==> config.mk <==
export PLATFORM = sky130hd
export DESIGN_NAME = rc5_whiten
export DESIGN_NICKNAME = d
export VERILOG_FILES = /design/src/sv/rc5_pkg.sv /design/src/sv/rc5_whiten.sv
export SDC_FILE = /design/constraint.sdc
export NUM_CORES = 1
export LEC_CHECK = 0
export ABC_CLOCK_PERIOD_IN_PS = 2700
export BUFFER_PORTS_ARGS = -buffer_cell sky130_fd_sc_hd__buf_2
export CORE_MARGIN = 1.5
export CORE_UTILIZATION = 24
export DETAILED_ROUTE_END_ITERATION = 16
export SKIP_CTS_REPAIR_TIMING = 1
export SYNTH_ARGS = -nofsm -noshare
export SYNTH_HDL_FRONTEND = slang
export SYNTH_SLANG_ARGS = --single-unit
==> constraint.sdc <==
create_clock -name clk -period 2.7 [get_ports clk]
set_clock_uncertainty 0.05 [all_clocks]
set_input_delay 0.27 -clock clk [delete_from_list [all_inputs] [get_ports clk]]
set_output_delay 0.27 -clock clk [all_outputs]
set_load 0.005 [all_outputs]
==> src/sv/rc5_pkg.sv <==
package rc5_pkg;

  localparam int WORD_W     = 32;
  localparam int SHIFT_W    = 5;
  localparam int KEY_WORDS  = 26;
  localparam int MAX_ROUNDS = 12;
  localparam int RC5_ROUNDS = 12;

  localparam logic [WORD_W-1:0] KEY_ROM [0:KEY_WORDS-1] = '{
    32'd2612779208, 32'd439875579,  32'd1190717637, 32'd1175216261,
    32'd1895316362, 32'd676037379,  32'd1363022932, 32'd4129418530,
    32'd824510045,  32'd296237661,  32'd3559352427, 32'd1899681837,
    32'd1266233241, 32'd664380637,  32'd2811239497, 32'd3739125530,
    32'd918565270,  32'd2817507913, 32'd1638370232, 32'd990518571,
    32'd1304414838, 32'd2920685927, 32'd819424010,  32'd1125720836,
    32'd4140569649, 32'd1694786432
  };

  typedef struct packed {
    logic              op;
    logic [WORD_W-1:0] a;
    logic [WORD_W-1:0] b;
  } rc5_beat_t;

  function automatic logic [WORD_W-1:0] rotl(input logic [WORD_W-1:0] v,
                                             input logic [SHIFT_W-1:0] s);
    logic [2*WORD_W-1:0] d;
    d = {v, v} << s;
    return d[2*WORD_W-1:WORD_W];
  endfunction

endpackage

==> src/sv/rc5_whiten.sv <==
module rc5_whiten import rc5_pkg::*; #(
  parameter logic EXIT = 1'b0
) (
  input  logic      clk,
  input  logic      rst,
  input  logic      up_valid,
  output logic      up_ready,
  input  rc5_beat_t up_data,
  output logic      dn_valid,
  input  logic      dn_ready,
  output rc5_beat_t dn_data
);

  // Encryption adds the first two subkeys on entry; decryption removes them on exit.
  logic      apply;
  rc5_beat_t beat_next;

  always_comb begin
    apply     = (up_data.op == EXIT);
    beat_next = up_data;
    if (apply) begin
      beat_next.a = EXIT ? (up_data.a - KEY_ROM[0]) : (up_data.a + KEY_ROM[0]);
      beat_next.b = EXIT ? (up_data.b - KEY_ROM[1]) : (up_data.b + KEY_ROM[1]);
    end
  end

  assign up_ready = !dn_valid || dn_ready;

  always_ff @(posedge clk) begin
    if (rst) begin
      dn_valid <= 1'b0;
    end else if (up_ready) begin
      dn_valid <= up_valid;
    end
  end

  always_ff @(posedge clk) begin
    if (up_valid && up_ready) begin
      dn_data <= beat_next;
    end
  end

endmodule

# Word-level counts from Yosys, hierarchy flattened
# Index checks and enable logic that the tools add are counted.
# totals
n_memories,0
mem_bits_rw,0
out_inout_bits,67
reg_bits,66
latch_bits,0
mem_bits_ro,0
# op_classes
div_mod_pow,0
bitwise_logic,0
order_cmp,0
shifts,0
n_reduce_logical,3
n_eq_ne,0
add_sub_neg,2
mux,1
n_mul,0
# ops
op,n
$mux W64,1
$add A32 B29 Y32 const B,1
$add A32 B32 Y32 const B,1
$logic_and A1 B1 Y1,1
$logic_not A1 Y1,1
$logic_or A1 B1 Y1,1

# Depth between registers and ports, before layout
# Gate-level depths: netlist of the first run.
# depth
depth_word,3
ltp_mapped,7

# Least setup slack after synthesis of the first run
# No wires, ideal clock.
# synth_path
path_type,register -> register
from,register dn_valid
to,"register dn_data[0] (netlist bit), enable pin"
t_arrival_ns,1.976
t_required_ns,2.220
path_stages_with_launch,3
slack_ns,0.244
path_cell_list,dfxtp_1 nand2b_1 and2_1
# synth_between
elab_chain_len,3
# synth_lines
element,line,text
"start, declared",rc5_whiten.sv:9,"output logic dn_valid,"
"start signal, assigned",rc5_whiten.sv:33,dn_valid <= up_valid;
$logic_not A1 Y1,rc5_whiten.sv:27,assign up_ready = !dn_valid || dn_ready;
$logic_or A1 B1 Y1,rc5_whiten.sv:27,
net up_ready,rc5_whiten.sv:7,"output logic up_ready,"
$logic_and A1 B1 Y1,rc5_whiten.sv:38,if (up_valid && up_ready) begin
"end signal, assigned",rc5_whiten.sv:39,dn_data <= beat_next;
"end, declared",rc5_whiten.sv:11,output rc5_beat_t dn_data
# The timed path passes the listed nets, and every way through them passes these cells.
# A chain may end at the register's enable or synchronous reset.

==> flow_summary.yaml, run 1 <==
flow_run:
  cap_violations: 0
grt:
  grtUsageTotal: 0.124
  grt_pass1_vias: 2924
  antenna_found_initial: 0
  grt_max_degree: 37
  grt_overflow: 0
  grt_pass1_wl_um: 15100
logic_synthesis:
  avgSynthCellArea_um2: 11.6
  synth_edf_count: 65
  synth_area_um2: 3580
  synth_nets: 380
  synth.yosys.seq_area_share: 0.551
  synth.yosys.warnings: 0
  synth_cells: 309
  ys_types: 55
  ys_seq_elements: 66
  async_flop_share: 0
  synth_ff_type: "edfxtp_1"
routing:
  dr_wl_met3_um: 739
  routed_wl_um: 9560
  detail-route-antenna-nets: 0
  m1WireLength_um: 4060
  drc: 0
  routed_via_density: 4.57
  wl_per_cell_um: 14.9
  num_vias: 2932
  maxUsedRoutingLayer: "met4"
  firstDrtPassIters: 6
  drt_iter0_drc: 223
  wl_met2_um: 4690
cts:
  insertion_delay_ps: 330
  root_buffer: "clkbuf_16"
  cts_htree_levels: 3
  cts_sinks: 66
  cts_tree: "done"
  cts_max_path_buffers: 2
  clk_pin_slew_ps: 50
  cts_buffers: 9
sta:
  fin_crit_sh: 0.758
  rsz0062_at_grt: "no"
  worst_pin_slew_ps: 577
  post-route-worst-setup-slack_ps: 655
  worst_hold_slack_ps: 32.3
  tns_ps: 0
  fmax_ghz: 0.489
  period_needed_ps: 2050
  relSlewSlack: 0.612
  setup_viol: 0
  final_max_slew_viol_count: 0
  hold_viol_final: 0
die:
  die_w_um: 125
  design.core.area_um2: 14500
  die_h_um: 125
  start_util: 0.246
  rows: 44
  io_pins: 136
  dieArea_um2: 15700
setup_path:
  crit_chain: "buf_2, nor4_1, a31oi_1, or4_1, or3_1, xnor2_1"
  crit_path_start: "up_data[10]"
  critical_path_arrival_ps: 2090
  critPathLaunchType: "input pin"
  critPathKind: "in -> reg"
  reg2reg_from: "dn_valid"
  cp.required_ps: 2740
  worst_path_largest_cell_delay_ps: 540
  critical-path-top-delay-family: "simple AND/OR/NAND/NOR gates"
  path_depth: 6
  cp_num_buf_inv: 1
  crit_fanout: 3
  worst_setup_path_end_kind: "flip-flop"
  crit_slowest_cell: "nor4_1"
  rr_worst_depth: 3
pwr:
  p_sw_uw: 670
  p_int_uw: 2010
  seq_power_share: 0.467
  ir_drop_v: 0.000324
  leakage_uw: 0.00188
  swShare: 0.250
  comb_power_share: 0.147
  power_density_nw_per_um2: 564
  p_clk_frac: 0.386
placement:
  hpwl_um: 7300
  pre_cts_ws_ps: 302
  dpl_cell_area_um2: 4490
  io_buffers: 135
  place.gp.congestion: 0.853
finish:
  postLayoutCoreUtil: 0.327
  drive_above_1_share: 0.370
  fin_area_um2: 4750
  layout_commonest_cell: "buf_2"
  area_growth_syn_to_layout_pct: 32.7
  final_cell_mix: "buf_2, edfxtp_1, xor2_1"
  fin_nets: 523
  n_antenna_cell: 0
min_path:
  hp-start: "rst"
  whs_path_depth: 2
  hp-class: "in -> reg"
status:
  status: "finished clean"
cells in the mapped netlist (all sizes together), types with 4 or more instances:
cell	n	area (um^2)
xnor2	23	201
or4	5	46.3
a21oi	15	75.1
o21ai	14	70.1
nand2	15	56.3
nor4	7	50.1
edfxtp	65	1950
inv	5	18.8
nor2	26	97.6
nor3	11	55.1
or3	4	25.0
a31oi	6	37.5
a211oi	11	92.6
clkbuf	8	30.0
xor2	35	307
nand3	6	30.0
nand2b	9	56.3
state kept, by name (all words and copies together) (netlist names):
name and flops:
dn_data 65, dn_valid 1
worst reg2reg max path, delay by kind of cell, from the launching register on:
family	cells	cell delay (ps)
buffers and inverters	1	400
DFF	1	310
and+or+nand+nor	2	250
cell families after synthesis:
kind of cell / share of synthesized area
buf+inv: 0.0168
compound gates: 0.124
mux: 0.00594
fa+ha+maj: 0.00699
xor+xnor: 0.142
simple gates: 0.154
flops: 0.551
cell type report:
| class | instances | area [um^2] |
|---|---|---|
| clock buffer | 9 | 225 |
| clock inverter | 7 | 36.3 |
| fill | 1526 | 9780 |
| inverter | 5 | 18.8 |
| multi-input combinational | 229 | 1550 |
| sequential | 66 | 1970 |
| tap | 184 | 230 |
| timing repair buffer | 141 | 721 |
worst paths after layout:
check / endpoint / slack [ps]
worst max-delay path: dn_data[16] / 650
worst min-delay path: dn_valid / 30
worst min register to register: dn_valid / 460
worst max register to register: dn_data[47] / 1290
power by group through the flow:
| stage | Sequential, uW | Clock, uW | Combinational [uW] |
|---|---|---|---|
| after detailed placement | 1270 | 0 | 399 |
| after global routing | 1260 | 1120 | 437 |
| after floorplan | 1280 | 0 | 171 |
| after global placement | 1270 | 0 | 393 |
| final | 1250 | 1030 | 394 |
| after CTS | 1250 | 1090 | 401 |
metal layers:
| layer | track usage | up-vias |
|---|---|---|
| li1 | - | 1442 |
| met1 | 0.145 | 1372 |
| met2 | 0.205 | 111 |
| met3 | 0.0565 | 7 |
| met4 | 0.0374 | 0 |
| met5 | 0 | - |
per-stage QoR:
step | total power, uW | instances
after detailed placement | 1670 | 625
after CTS | 2740 | 641
final | 2680 | 641
after global placement | 1660 | 625
after global routing | 2820 | 641
after floorplan | 1460 | 309
Power figures use the tool's default switching activity.
==> run 2, diff against run 1 <==
ABC_AREA = 1   (was not set)
ABC_CLOCK_PERIOD_IN_PS = 1890   (was 2700)
clock period = 1.89 ns   (was 2.7 ns; I/O delays follow)
==> run 2 against run 1 <==
Net effect:
- register-to-register slack lost 640 ps
- cell count increased by 58%
- clock power is 60% higher
- design area is 24% higher
- synthesized cell count up 100%
- wire length increased by 44%
- largest cell class is now multi-input combinational cells
==> flow_summary.yaml, run 2 <==
sta:
  final_max_slew_viol_count: 0
  fmax_ghz: 0.741
  rsz0062_at_grt: "no"
  worst_hold_slack_ps: 84.9
  period_needed_ps: 1350
  fin_crit_sh: 0.714
  hold_viol_final: 0
  post-route-worst-setup-slack_ps: 540
  relSlewSlack: 0.710
  tns_ps: 0
  worst_pin_slew_ps: 433
  setup_viol: 0
logic_synthesis:
  synth.yosys.warnings: 0
  synth_edf_count: 65
  avgSynthCellArea_um2: 7.30
  async_flop_share: 0
  ys_seq_elements: 66
  synth.largest_area_cell: "edfxtp_1"
  synth_common_cells: "nand2_1, nor2_1, inv_1"
  synth_nets: 699
  synth_area_um2: 4580
  synth_cells: 628
  synthTopCellsByArea: "edfxtp_1, nand2_1, nor2_1, inv_1, nand3_1"
  synth_top_area_frac: 0.426
  ys_types: 30
  yosysMostFrequentCell: "nand2_1"
  synth.yosys.seq_area_share: 0.430
  synth_ff_type: "edfxtp_1"
routing:
  drc: 0
  detail-route-antenna-nets: 0
  num_vias: 4400
  wl_per_cell_um: 13.6
  drt_iter0_drc: 326
  routed_via_density: 4.34
  routed_wl_um: 13800
  firstDrtPassIters: 5
setup_path:
  reg2reg_from: "dn_valid"
  ff2ff_setup_slack_ps: 650
  crit_path_start: "up_data[0]"
  worstReg2RegEnd: "dn_data[22]"
  critical_path_arrival_ps: 1390
  cp.required_ps: 1930
  critPathLaunchType: "input pin"
  critPathKind: "in -> reg"
  rr_worst_depth: 2
  worst_setup_path_end_kind: "flip-flop"
  crit_fanout: 4
cts:
  cts_tree: "done"
  insertion_delay_ps: 330
  cts_max_path_buffers: 2
  cts_sinks: 66
  cts_buffers: 9
  cts_htree_levels: 3
  root_buffer: "clkbuf_16"
  clk_pin_slew_ps: 60
status:
  status: "finished clean"
min_path:
  hold_end: "dn_data[31]"
  hp-start: "up_data[31]"
  whs_path_depth: 3
  hp-class: "in -> reg"
pwr:
  comb_power_share: 0.178
  ir_drop_v: 0.000393
  p_int_uw: 3030
  power_density_nw_per_um2: 706
  swShare: 0.274
  leakage_uw: 0.00283
  p_clk_frac: 0.395
  p_sw_uw: 1140
  seq_power_share: 0.428
finish:
  regMostFlops: "dn_data"
  stdcell_count: 1014
  area_growth_syn_to_layout_pct: 28.9
  reg.largest.list: "dn_data x65, dn_valid x1"
  n_antenna_cell: 0
  drive_above_1_share: 0.246
  fin_nets: 846
  fin_area_um2: 5910
  final_cell_mix: "nand2_1, buf_2, nor2_1"
  layout_commonest_cell: "nand2_1"
  largest_register_ffs: 65
die:
  rows: 50
  start_util: 0.245
  dieArea_um2: 19900
  io_pins: 136
  die_h_um: 141
  die_w_um: 141
  design.core.area_um2: 18700
grt:
  grtUsageTotal: 0.140
  grt_max_degree: 66
  antenna_found_initial: 1
  grt_pass1_vias: 4144
  grt_overflow: 0
  grt_pass1_wl_um: 21500
placement:
  dpl_cell_area_um2: 5580
  hpwl_um: 10700
  place.gp.congestion: 0.900
  dp_cells: 994
  pre_cts_ws_ps: 202
  io_buffers: 135
flow_run:
  cap_violations: 0
[run 2: cell types whose count changed after synthesis, sizes merged, moves of 7 or more]
cell / before / now
inv: 5 / 91
nor2: 26 / 111
xnor2: 23 / 6
nand2b: 9 / 0
nand2: 15 / 203
a211oi: 11 / 0
nand3: 6 / 53
buf: 1 / 9
clkbuf: 8 / 0
nor4: 7 / 0
[run 2: metrics by stage]
step | power [uW] | utilization
global route | 4380 | 0.316
floorplan | 2200 | -
finish | 4170 | 0.316
global placement | 2550 | 0.298
detailed placement | 2560 | 0.298
CTS | 4230 | 0.314
[run 2: cell type report]
| cell class | count | area, um^2 |
|---|---|---|
| Fill cell | 2026 | 12800 |
| Multi-Input combinational cell | 462 | 2230 |
| Sequential cell | 66 | 1970 |
| Timing Repair Buffer | 145 | 786 |
| Inverter | 91 | 342 |
| Tap cell | 234 | 293 |
| Clock buffer | 14 | 274 |
| Clock inverter | 2 | 12.5 |
[run 2: worst max path at each step]
stage / end / slack (ps)
after floorplan: dn_data[0] / -20
after global placement: dn_data[30] / 230
after detailed placement: dn_data[30] / 200
after CTS: dn_data[30] / 570
after global routing: dn_data[30] / 390
final: dn_data[30] / 540
[run 2: cells by family after synthesis]
family	Yosys count	share of synthesized area
AOI/OAI and AO/OA	34	0.0404
xor gates and xnor gates	36	0.0688
adders and majority gates	2	0.00546
buffers and inverters	100	0.0865
DFF	66	0.430
and+or+nand+nor	390	0.369
[run 2: power by group through the flow]
stage               Sequential (uW)  Clock [uW]  Combinational [uW]
detailed placement             1810           0                 741
global route                   1790        1750                 838
floorplan                      1830           0                 376
CTS                            1790        1700                 745
global placement               1820           0                 738
finish                         1780        1650                 741
[run 2: per-layer routing]
| metal | vias to the layer above | share of wire | track usage |
|---|---|---|---|
| met2 | 114 | 0.44 | 0.215 |
| li1 | 2286 | - | - |
| met5 | - | 0.00094 | 0 |
| met1 | 1984 | 0.48 | 0.192 |
| met4 | 2 | 0.017 | 0.0625 |
| met3 | 14 | 0.053 | 0.0251 |
[run 2: critical path, stage by stage]
cell,delay [ps]
buf_2,120
inv_1,50
ha_1,200
inv_1,50
nand2_1,70
nand3_1,140
nand3b_1,100
nand2_1,160
nand2_1,70
nand2_1,90
nand2_1,50
nand2_1,50
nand2_1,50
