--- src/sv/rc5_pkg.sv ---
package rc5_pkg;

  localparam int WORD_W     = 32;
  localparam int SHIFT_W    = 5;
  localparam int KEY_WORDS  = 26;
  localparam int MAX_ROUNDS = 12;
  localparam int RC5_ROUNDS = 12;

  localparam logic [WORD_W-1:0] KEY_ROM [0:KEY_WORDS-1] = '{
    32'd2612779208, 32'd439875579,  32'd1190717637, 32'd1175216261,
    32'd1895316362, 32'd676037379,  32'd1363022932, 32'd4129418530,
    32'd824510045,  32'd296237661,  32'd3559352427, 32'd1899681837,
    32'd1266233241, 32'd664380637,  32'd2811239497, 32'd3739125530,
    32'd918565270,  32'd2817507913, 32'd1638370232, 32'd990518571,
    32'd1304414838, 32'd2920685927, 32'd819424010,  32'd1125720836,
    32'd4140569649, 32'd1694786432
  };

  typedef struct packed {
    logic              op;
    logic [WORD_W-1:0] a;
    logic [WORD_W-1:0] b;
  } rc5_beat_t;

  function automatic logic [WORD_W-1:0] rotl(input logic [WORD_W-1:0] v,
                                             input logic [SHIFT_W-1:0] s);
    logic [2*WORD_W-1:0] d;
    d = {v, v} << s;
    return d[2*WORD_W-1:WORD_W];
  endfunction

endpackage

--- src/sv/rc5_cell.sv ---
module rc5_cell import rc5_pkg::*; #(
  parameter logic              ODD     = 1'b0,
  parameter logic [WORD_W-1:0] KEY_ENC = KEY_ROM[2],
  parameter logic [WORD_W-1:0] KEY_DEC = KEY_ROM[3]
) (
  input  logic      clk,
  input  logic      rst,
  input  logic      up_valid,
  output logic      up_ready,
  input  rc5_beat_t up_data,
  output logic      dn_valid,
  input  logic      dn_ready,
  output rc5_beat_t dn_data
);

  // One half-round: the selected word is updated from the other one.
  logic               upd_a;
  logic [WORD_W-1:0]  x;
  logic [WORD_W-1:0]  y;
  logic [WORD_W-1:0]  pre;
  logic [SHIFT_W-1:0] amt;
  logic [WORD_W-1:0]  rot;
  logic [WORD_W-1:0]  res;
  rc5_beat_t          beat_next;

  always_comb begin
    upd_a = ~(up_data.op ^ ODD);
    x     = upd_a ? up_data.a : up_data.b;
    y     = upd_a ? up_data.b : up_data.a;
    pre   = up_data.op ? (x - KEY_DEC) : (x ^ y);
    amt   = up_data.op ? (SHIFT_W'(0) - y[SHIFT_W-1:0]) : y[SHIFT_W-1:0];
    rot   = rotl(pre, amt);
    res   = up_data.op ? (rot ^ y) : (rot + KEY_ENC);
    beat_next    = up_data;
    if (upd_a) begin
      beat_next.a = res;
    end else begin
      beat_next.b = res;
    end
  end

  assign up_ready = !dn_valid || dn_ready;

  always_ff @(posedge clk) begin
    if (rst) begin
      dn_valid <= 1'b0;
    end else if (up_ready) begin
      dn_valid <= up_valid;
    end
  end

  always_ff @(posedge clk) begin
    if (up_valid && up_ready) begin
      dn_data <= beat_next;
    end
  end

endmodule

--- config.mk ---
export PLATFORM = sky130hd
export DESIGN_NAME = rc5_cell
export DESIGN_NICKNAME = d
export VERILOG_FILES = /design/src/sv/rc5_pkg.sv /design/src/sv/rc5_cell.sv
export SDC_FILE = /design/constraint.sdc
export NUM_CORES = 1
export LEC_CHECK = 0
export ABC_AREA = 1
export BUFFER_PORTS_ARGS = -buffer_cell sky130_fd_sc_hd__buf_2
export CAP_MARGIN = 20
export CORE_MARGIN = 3
export CORE_UTILIZATION = 55
export CTS_BUF_LIST = sky130_fd_sc_hd__clkbuf_4 sky130_fd_sc_hd__clkbuf_8 sky130_fd_sc_hd__clkbuf_16
export CTS_CLUSTER_SIZE = 30
export DETAILED_ROUTE_END_ITERATION = 10
export PLACE_DENSITY = 0.84
export SLEW_MARGIN = 0
export SYNTH_ARGS = -nofsm -noshare
export SYNTH_HDL_FRONTEND = slang
export SYNTH_SLANG_ARGS = --single-unit
--- constraint.sdc ---
create_clock -name clk -period 6.8 [get_ports clk]
set_clock_uncertainty 0.15 [all_clocks]
set_input_delay 0.68 -clock clk [delete_from_list [all_inputs] [get_ports clk]]
set_output_delay 0.68 -clock clk [all_outputs]
set_load 0.02 [all_outputs]
# After elaboration in Yosys (flattened, before gate mapping)
# Index checks and enable logic that the tools add are counted.
[totals]
reg_bits = 66
in_bits = 69
out_inout_bits = 67
wordCells = 20
[op_classes]
add_sub_neg = 3
shift = 1
muxes = 7
bitwise_logic = 2
reduce_logical = 3
[ops]
columns = ["operator", "count"]
rows = [
  ["$mux 32", 6],
  ["$shl 64x5->64", 1],
  ["$xor 32x32->32", 2],
  ["$add 32x31->32 const B", 1],
  ["$sub 32x31->32 const B", 1],
  ["$mux 5", 1],
  ["$sub 1x5->5 const A", 1],
  ["$logic_and 1x1->1", 1],
  ["$logic_not 1->1", 1],
  ["$logic_or 1x1->1", 1],
]

# Longest topological paths before layout
# Gate-level depths: netlist of the first run.
[logic_depth]
word_depth = 7
depth_mapped = 39
depth_no_buf = 36

# Worst setup path before layout of the first run
# Ideal clock, no wire load.
[synth_timing]
path_type = "input -> register"
from = "input up_valid"
to = "register dn_data[0] in the netlist's numbering, enable pin"
setup_time_ns = 0.510
arrival_ns = 3.876
required_time_ns = 6.140
slack_ns = 2.264
cell_stages = 2
n_path_buf = 0
path_cell_list = "inv_1 > a21oi_1"
[synth_between]
elab_chain_cells = 1
[synth_rtl]
columns = ["item", "line_no", "rtl"]
rows = [
  ["start, declared", "rc5_cell.sv:8", "input logic up_valid,"],
  ["$logic_and 1x1->1", "rc5_cell.sv:53", "if (up_valid && up_ready) begin"],
  ["end signal, assigned", "rc5_cell.sv:54", "dn_data <= beat_next;"],
  ["end, declared", "rc5_cell.sv:13", "output rc5_beat_t dn_data"],
]
# No other way between the ends.
# A chain may end at the register's enable or synchronous reset.

==> metrics, run 1 <==
run status completed; largest net degree at the start of global routing 66; Reg clk slew, reported paths 0.06 ns; Synth Flop Type edfxtp_1; Crit path largest cell delay 0.74 ns; fmax 183.2 MHz; syn_nets 1751; critical path class in2reg; post-DP HPWL 31730 um; CTS root buffer clkbuf_16; Synth Cell Area 9378 um2; Area contributors post-synth nand2_1 (30%), edfxtp_1 (21%), nand3_1 (17%), inv_1 (4.1%), nor2_1 (3.8%); Total Nets Final 1847; unrepaired setup endpoints after global routing no; Post-synth ARST share 0%; Top Family by Delay on Critical Path simple AND/OR/NAND/NOR gates; first-pass GRT wire length 58350 um; Initial Utilization 56.35%; Pleak 0.005500 uW; total clock sinks 66; EDFF count, synth 65; Antenna Cells 0; setup TNS 0 ns; Hold Path Class in2reg; Synth area leader nand2_1; CP required 6.74 ns; worst skew pair latency 0.34 ns; hold buffers post-CTS 0; port buffer count 135; placement row count 47; vias in the first global route 10490; CP startpoint kind input port; DR vias 11750; Tot Pwr 2687 uW; Die Footprint 18650 um2; final setup fails 0; share of layout cells above drive strength 1 15.84%; FF+latch count, synth 66; initial antenna violation count 0; synth warn 0; Layout area overhead 11.35%; Top cell by count, worst path nand2_1; CTS Buf Count 9; TritonCTS clock tree done; period utilization 80.28%; routed vias/inst 5.877; Worst Tran Pin Value 0.9324 ns; GP Congestion 1.073; register area share after synthesis 21.03%; Rel. slew slack 37.61%; Die Wd 136.6 um; Post-Syn Instances 1679; syn avg cell area 5.585 um2; Residual DRC 0; initial drt markers 1584; drt total wl 39270 um; setup bufs post-CTS 0; Tot GR Track Use 41.48%; total gr overflow 0; CP Cell Sequence buf_4, inv_4, a21oi_2, ha_1, or2_1, o21ai_4, inv_2, nand3_1, nand3_1, nand3_1, nand2_2, nand2_2, nand2_1, nor2_1, o21bai_2, nand2_1, nand3_1, nand2_1, nand2_1, nand2_1; Core ar. 16640 um2; max-slew violations 0; maximum clock insertion buffer count 2; H-tree depth 3; CP max FO 57; post-CTS sizing 0; slowest CP cell o21ai_4; post-synth top area share 30.22%; max cap viols 0; First-pass DRT Iterations 6; Max VDD drop 202.9 uV; count of final hold-check violations 0; Buf+Inv Stages, Crit Path 3; I/O Pins 136; Power Dens Cells 257.3 nW/um2; Setup crit end kind register; Final Critical Period 5.459 ns; die height 136.6 um; Routed Antenna Nets 0; Unique masters post-synth 41; WL/cell 19.64 um; CP Data Arrival Time 5.40 ns
[layer usage]
layer | up-vias | part of all wire (%) | global-route usage (%)
met5 | - | 0 | 0
met4 | 0 | 3.7 | 13.61
met3 | 110 | 13 | 10.51
met2 | 763 | 44 | 65.09
met1 | 5280 | 40 | 55.87
li1 | 5600 | - | -
[power by group]
| group | switching (uW) | leakage, uW | total, uW | internal [uW] |
|---|---|---|---|---|
| Sequential | 15.7 | 0.000645 | 548 | 532 |
| Clock | 197 | 0.000159 | 529 | 332 |
| Combinational | 1160 | 0.00470 | 1610 | 447 |
[synthesized netlist by cell type, drive strengths merged (2+ instances only)]
| cell type | n |
|---|---|
| nand4 | 9 |
| ha | 3 |
| clkinv | 3 |
| xor2 | 28 |
| o211ai | 2 |
| nand2 | 795 |
| a21oi | 25 |
| nor3 | 7 |
| clkbuf | 9 |
| nand3b | 2 |
| edfxtp | 65 |
| buf | 54 |
| o21ai | 68 |
| xnor2 | 23 |
| nor2 | 121 |
| inv | 126 |
| nand3 | 324 |
| or2 | 9 |
[state kept, by name, indices dropped and copies added, names as in the netlist]
signal,cells
dn_data,65
dn_valid,1
[worst paths after layout]
kind                                  start           to  slack, ns  depth (start not counted)
worst max register to register     dn_valid   dn_data[4]       5.06                          2
worst max-delay path            up_data[64]  dn_data[59]       1.34                         20
worst min register to register     dn_valid     dn_valid       0.45                          2
worst min-delay path                    rst     dn_valid       0.36                          2
[final cells by class]
class                   count  area, um2
clock inverters             6      90.09
flip-flops and latches     66       1972
well taps                 220      275.3
inverters                 129      486.7
repair buffers            148      788.3
clock buffers              10      239.0
multi-input cells        1421       6591
fillers                  1701       6200
[per-stage QoR]
stage / utilization (%) / instance area (um2) / worst slack (ns) / hold slack [ns] / cells
after floorplan: - / 9378 / 2.264 / 0.5555 / 1679
after global routing: 62.75 / 10440 / 1.009 / 0.3751 / 2000
after CTS: 62.75 / 10440 / 1.572 / 0.3724 / 2000
final: 62.75 / 10440 / 1.341 / 0.3633 / 2000
after global placement: 60.77 / 10110 / 1.290 / 0.3606 / 1984
after detailed placement: 60.77 / 10110 / 1.218 / 0.4562 / 1984
[layout by cell type (no fill, tap or decap), types with 4 or more instances in the layout]
| master | Yosys | routed |
|---|---|---|
| xor2_1 | 27 | 27 |
| xnor2_1 | 23 | 23 |
| nand2_2 | 36 | 36 |
| nand2_1 | 755 | 755 |
| nor2_4 | 6 | 6 |
| buf_4 | 2 | 13 |
| or2_1 | 5 | 5 |
| nor2_2 | 19 | 19 |
| inv_1 | 102 | 102 |
| o21ai_0 | 33 | 33 |
| or2_2 | 4 | 4 |
| nor3_1 | 7 | 7 |
| nand4_1 | 9 | 9 |
| edfxtp_1 | 65 | 65 |
| inv_2 | 23 | 23 |
| o21ai_1 | 29 | 29 |
| nand3_2 | 12 | 12 |
| nand2_4 | 4 | 4 |
| a21oi_2 | 4 | 4 |
| nand3_1 | 312 | 312 |
| nor2_1 | 96 | 96 |
| a21oi_1 | 21 | 20 |
| buf_2 | 37 | 134 |
| clkbuf_16 | 0 | 9 |
[kinds of logic (layout without fill, tap and decap cells)]
family / after synthesis / after routing / share of synthesized area, %
multiplexers: 1 / 1 / 0.1067
flip-flops: 66 / 66 / 21.03
XOR/XNOR: 51 / 51 / 4.843
adder cells (fa/ha/maj): 3 / 3 / 0.4003
buffers and inverters: 192 / 293 / 8.926
AO/OA/AOI/OAI: 98 / 98 / 6.031
AND/OR/NAND/NOR: 1268 / 1268 / 58.67
Power figures use the tool's default switching activity.
==> run 2, diff against run 1 <==
--- a/config.mk
+++ b/config.mk
@@ -9,11 +9,11 @@
 export BUFFER_PORTS_ARGS = -buffer_cell sky130_fd_sc_hd__buf_2
 export CAP_MARGIN = 20
 export CORE_MARGIN = 3
-export CORE_UTILIZATION = 55
+export CORE_UTILIZATION = 54
 export CTS_BUF_LIST = sky130_fd_sc_hd__clkbuf_4 sky130_fd_sc_hd__clkbuf_8 sky130_fd_sc_hd__clkbuf_16
 export CTS_CLUSTER_SIZE = 30
 export DETAILED_ROUTE_END_ITERATION = 10
-export PLACE_DENSITY = 0.84
+export PLACE_DENSITY = 0.86
 export SLEW_MARGIN = 0
 export SYNTH_ARGS = -nofsm -noshare
 export SYNTH_HDL_FRONTEND = slang
==> constraint.sdc (replaced) <==
create_clock -name clk -period 4.5 [get_ports clk]
set_clock_uncertainty 0.15 [all_clocks]
set_input_delay 0.45 -clock clk [delete_from_list [all_inputs] [get_ports clk]]
set_output_delay 0.45 -clock clk [all_outputs]
set_load 0.02 [all_outputs]
==> run 2 against run 1 <==
Combinational power grew 74%. Total power up 62%. Die area up 1.8%. The flow now finishes with violations (design-rule violations). Critical path depth is 11 higher. Hold slack worse by 0.26 ns. Via count up 7.3%. Critical endpoint is now dn_data[53]. Sequential cell count stayed put. Sequential share of layout area decreased by 1.8 points. Worst setup slack worse by 1.1 ns. Cell count is 6.3% higher. Non-clock buffer count increased by 125. Register-to-register slack lost 2.7 ns.
==> metrics, run 2 (synthesis gave the netlist of run 1 again) <==
CP startpoint kind input port; run status complete, but fails checks; post-place setup slack -0.1192 ns (-1.338 ns); Tot GR Track Use 40.99% (-0.50 points); Final Cell Area 11560 um2 (+11%); Worst Reg-to-Reg Cells 2 (unchanged); vias in the first global route 10980 (+4.7%); Power Dens Cells 377.2 nW/um2 (+47%); initial antenna violation count 1 (+1); Worst Tran Pin Value 0.9660 ns (+0.03362 ns); CP required 4.43 ns (-2.31 ns); hold buffers post-CTS 0 (unchanged); Residual DRC 2 (+2); slowest CP cell buf_16; Layout area overhead 23.26%; Reg clk slew, reported paths 0.06 ns (about the same); H-tree depth 3 (unchanged); Crit path largest cell delay 0.20 ns (-0.54 ns); largest net degree at the start of global routing 58 (-12%); reg2reg end dn_data[62]; Initial Utilization 55.76% (-0.59 points); Max VDD drop 238.3 uV (+17%); Reg power frac 19.0% (-1.4 points); Hold Path Origin rst; Total Nets Final 1973 (+6.8%); Reg with most FFs dn_data; maximum clock insertion buffer count 2 (unchanged); worst-case hold slack 0.1031 ns (-0.2602 ns); Comb power frac 64.2% (+4.3 points); max cap viols 0 (unchanged); total clock sinks 66 (unchanged); CTS Buf Count 9 (unchanged); FF-to-FF Start dn_valid; period utilization 94.55%; final worst setup slack 0.2451 ns (-1.096 ns); switching pwr 2175 uW (+58%); Min-Delay Path Depth 2 (unchanged); Core ar. 16820 um2 (+1.1%); Final Critical Period 4.255 ns; TritonCTS clock tree done; total gr overflow 0 (unchanged); critical path class in2reg; CTS root buffer clkbuf_16; Inst Count DP 2103 (+6.0%); Worst Hold Endpoint dn_valid; CP Data Arrival Time 4.19 ns (-1.21 ns); Internal Power 2184 uW (+67%); fmax 235.0 MHz; Clock Power Share 16.7% (-3.0 points); failing checks design-rule violations; I/O Pins 136 (unchanged); most common cell after layout, fill and taps aside nand2_1; Pleak 0.006148 uW (+12%); Rel. slew slack 35.46% (-2.1 points); Die Footprint 18980 um2 (+1.8%); placement row count 47 (unchanged); Top cell by count, worst path nand2_1; worst skew pair latency 0.35 ns (about the same); port buffer count 135 (unchanged); Setup crit end kind register; CP max FO 15 (-74%); GP Congestion 1.146 (+6.8%); First-pass DRT Iterations 11 (+5); routed vias/inst 5.934 (+0.97%); fin cells 2126 (+6.3%); die height 137.8 um (+0.88%); Largest register FFs 65 (unchanged); Hold Path Class in2reg; Core Util, Final 68.72% (+6.0 points); count of final hold-check violations 0 (unchanged); Die Wd 137.8 um (+0.88%); Net Sw Frac 49.89% (-1.3 points); WL/cell 19.16 um (-2.4%); Routed Antenna Nets 0 (unchanged); share of layout cells above drive strength 1 22.40% (+6.6 points); DR vias 12620 (+7.3%); commonest non-fill, non-tap cells in the layout nand2_1 (746), nand3_1 (309), buf_2 (134); drt total wl 40730 um (+3.7%); post-DP HPWL 32090 um (+1.1%); Area after DPL 11060 um2 (+9.3%); Antenna Cells 0 (unchanged); Top Registers dn_data (65), dn_valid (1); r2r setup slk 2.36 ns (-2.70 ns); max-slew violations 0 (unchanged); initial drt markers 1926 (+22%); first-pass GRT wire length 58830 um (+0.82%); final setup fails 0 (unchanged)
==> run 2: changes by cell type in the layout (fill, tap and decap cells not counted), sizes merged <==
cell	change
buf	+123
clkbuf	+1
bufinv	-1
clkinv	+1
inv	+2
==> run 2: routing by layer <==
layer / track usage, % / share of wire (%) / vias to the layer above
li1: - / - / 5856
met1: 54.40 / 37 / 5527
met2: 59.92 / 40 / 1018
met3: 7.085 / 14 / 214
met4: 29.09 / 9.2 / 0
met5: 0 / 0 / -
==> run 2: area by class of cell <==
type / count / area (um2)
well taps: 220 / 275.3
clock buffers: 9 / 225.2
clock inverters: 7 / 77.57
repair inverters: 1 / 8.758
inverters: 129 / 496.7
multi-input cells: 1421 / 6665
flip-flops and latches: 66 / 1972
repair buffers: 273 / 1838
fillers: 1555 / 5260
==> run 2: metrics by stage <==
| step | total power (uW) | setup TNS [ns] |
|---|---|---|
| after floorplan | 2504 | 0 |
| after global placement | 3439 | -0.3032 |
| after detailed placement | 3483 | -0.4895 |
| after CTS | 4213 | 0 |
| after global routing | 4596 | -0.05511 |
| final | 4359 | 0 |
==> run 2: worst max path at each step <==
| stage | slack, ns | to | cells past startpoint | start |
|---|---|---|---|---|
| 6_report | 0.25 | dn_data[53] | 31 | up_data[64] |
| 5_1_grt | -0.02 | dn_data[53] | 31 | up_data[64] |
| 3_3_place_gp | -0.09 | dn_data[63] | 32 | up_data[64] |
| 4_1_cts | 0.21 | dn_data[54] | 32 | up_data[64] |
| 3_5_place_dp | -0.12 | dn_data[54] | 32 | up_data[64] |
| 2_1_floorplan | 0.19 | dn_data[0] | 2 | up_valid |
==> run 2: power groups by stage <==
stage          Sequential [uW]  Combinational (uW)  Clock (uW)
6_report                   829                2800         730
5_1_grt                    836                3010         750
4_1_cts                    831                2660         722
3_5_place_dp               844                2640           0
3_3_place_gp               836                2600           0
2_1_floorplan              956                1550           0
==> run 2: critical path: cells and delay by family <==
family,cells,cell delay (ns)
AO/OA/AOI/OAI,3,0.41
AND/OR/NAND/NOR,21,2.26
adder cells (fa/ha/maj),1,0.19
buffers and inverters,5,0.69
XOR/XNOR,1,0.17
==> run 2: repair_timing <==
action / in CTS / in global routing
gates resized for setup: 0 / 30
setup endpoints to repair: 0 / 28
buffers inserted: 0 / 4
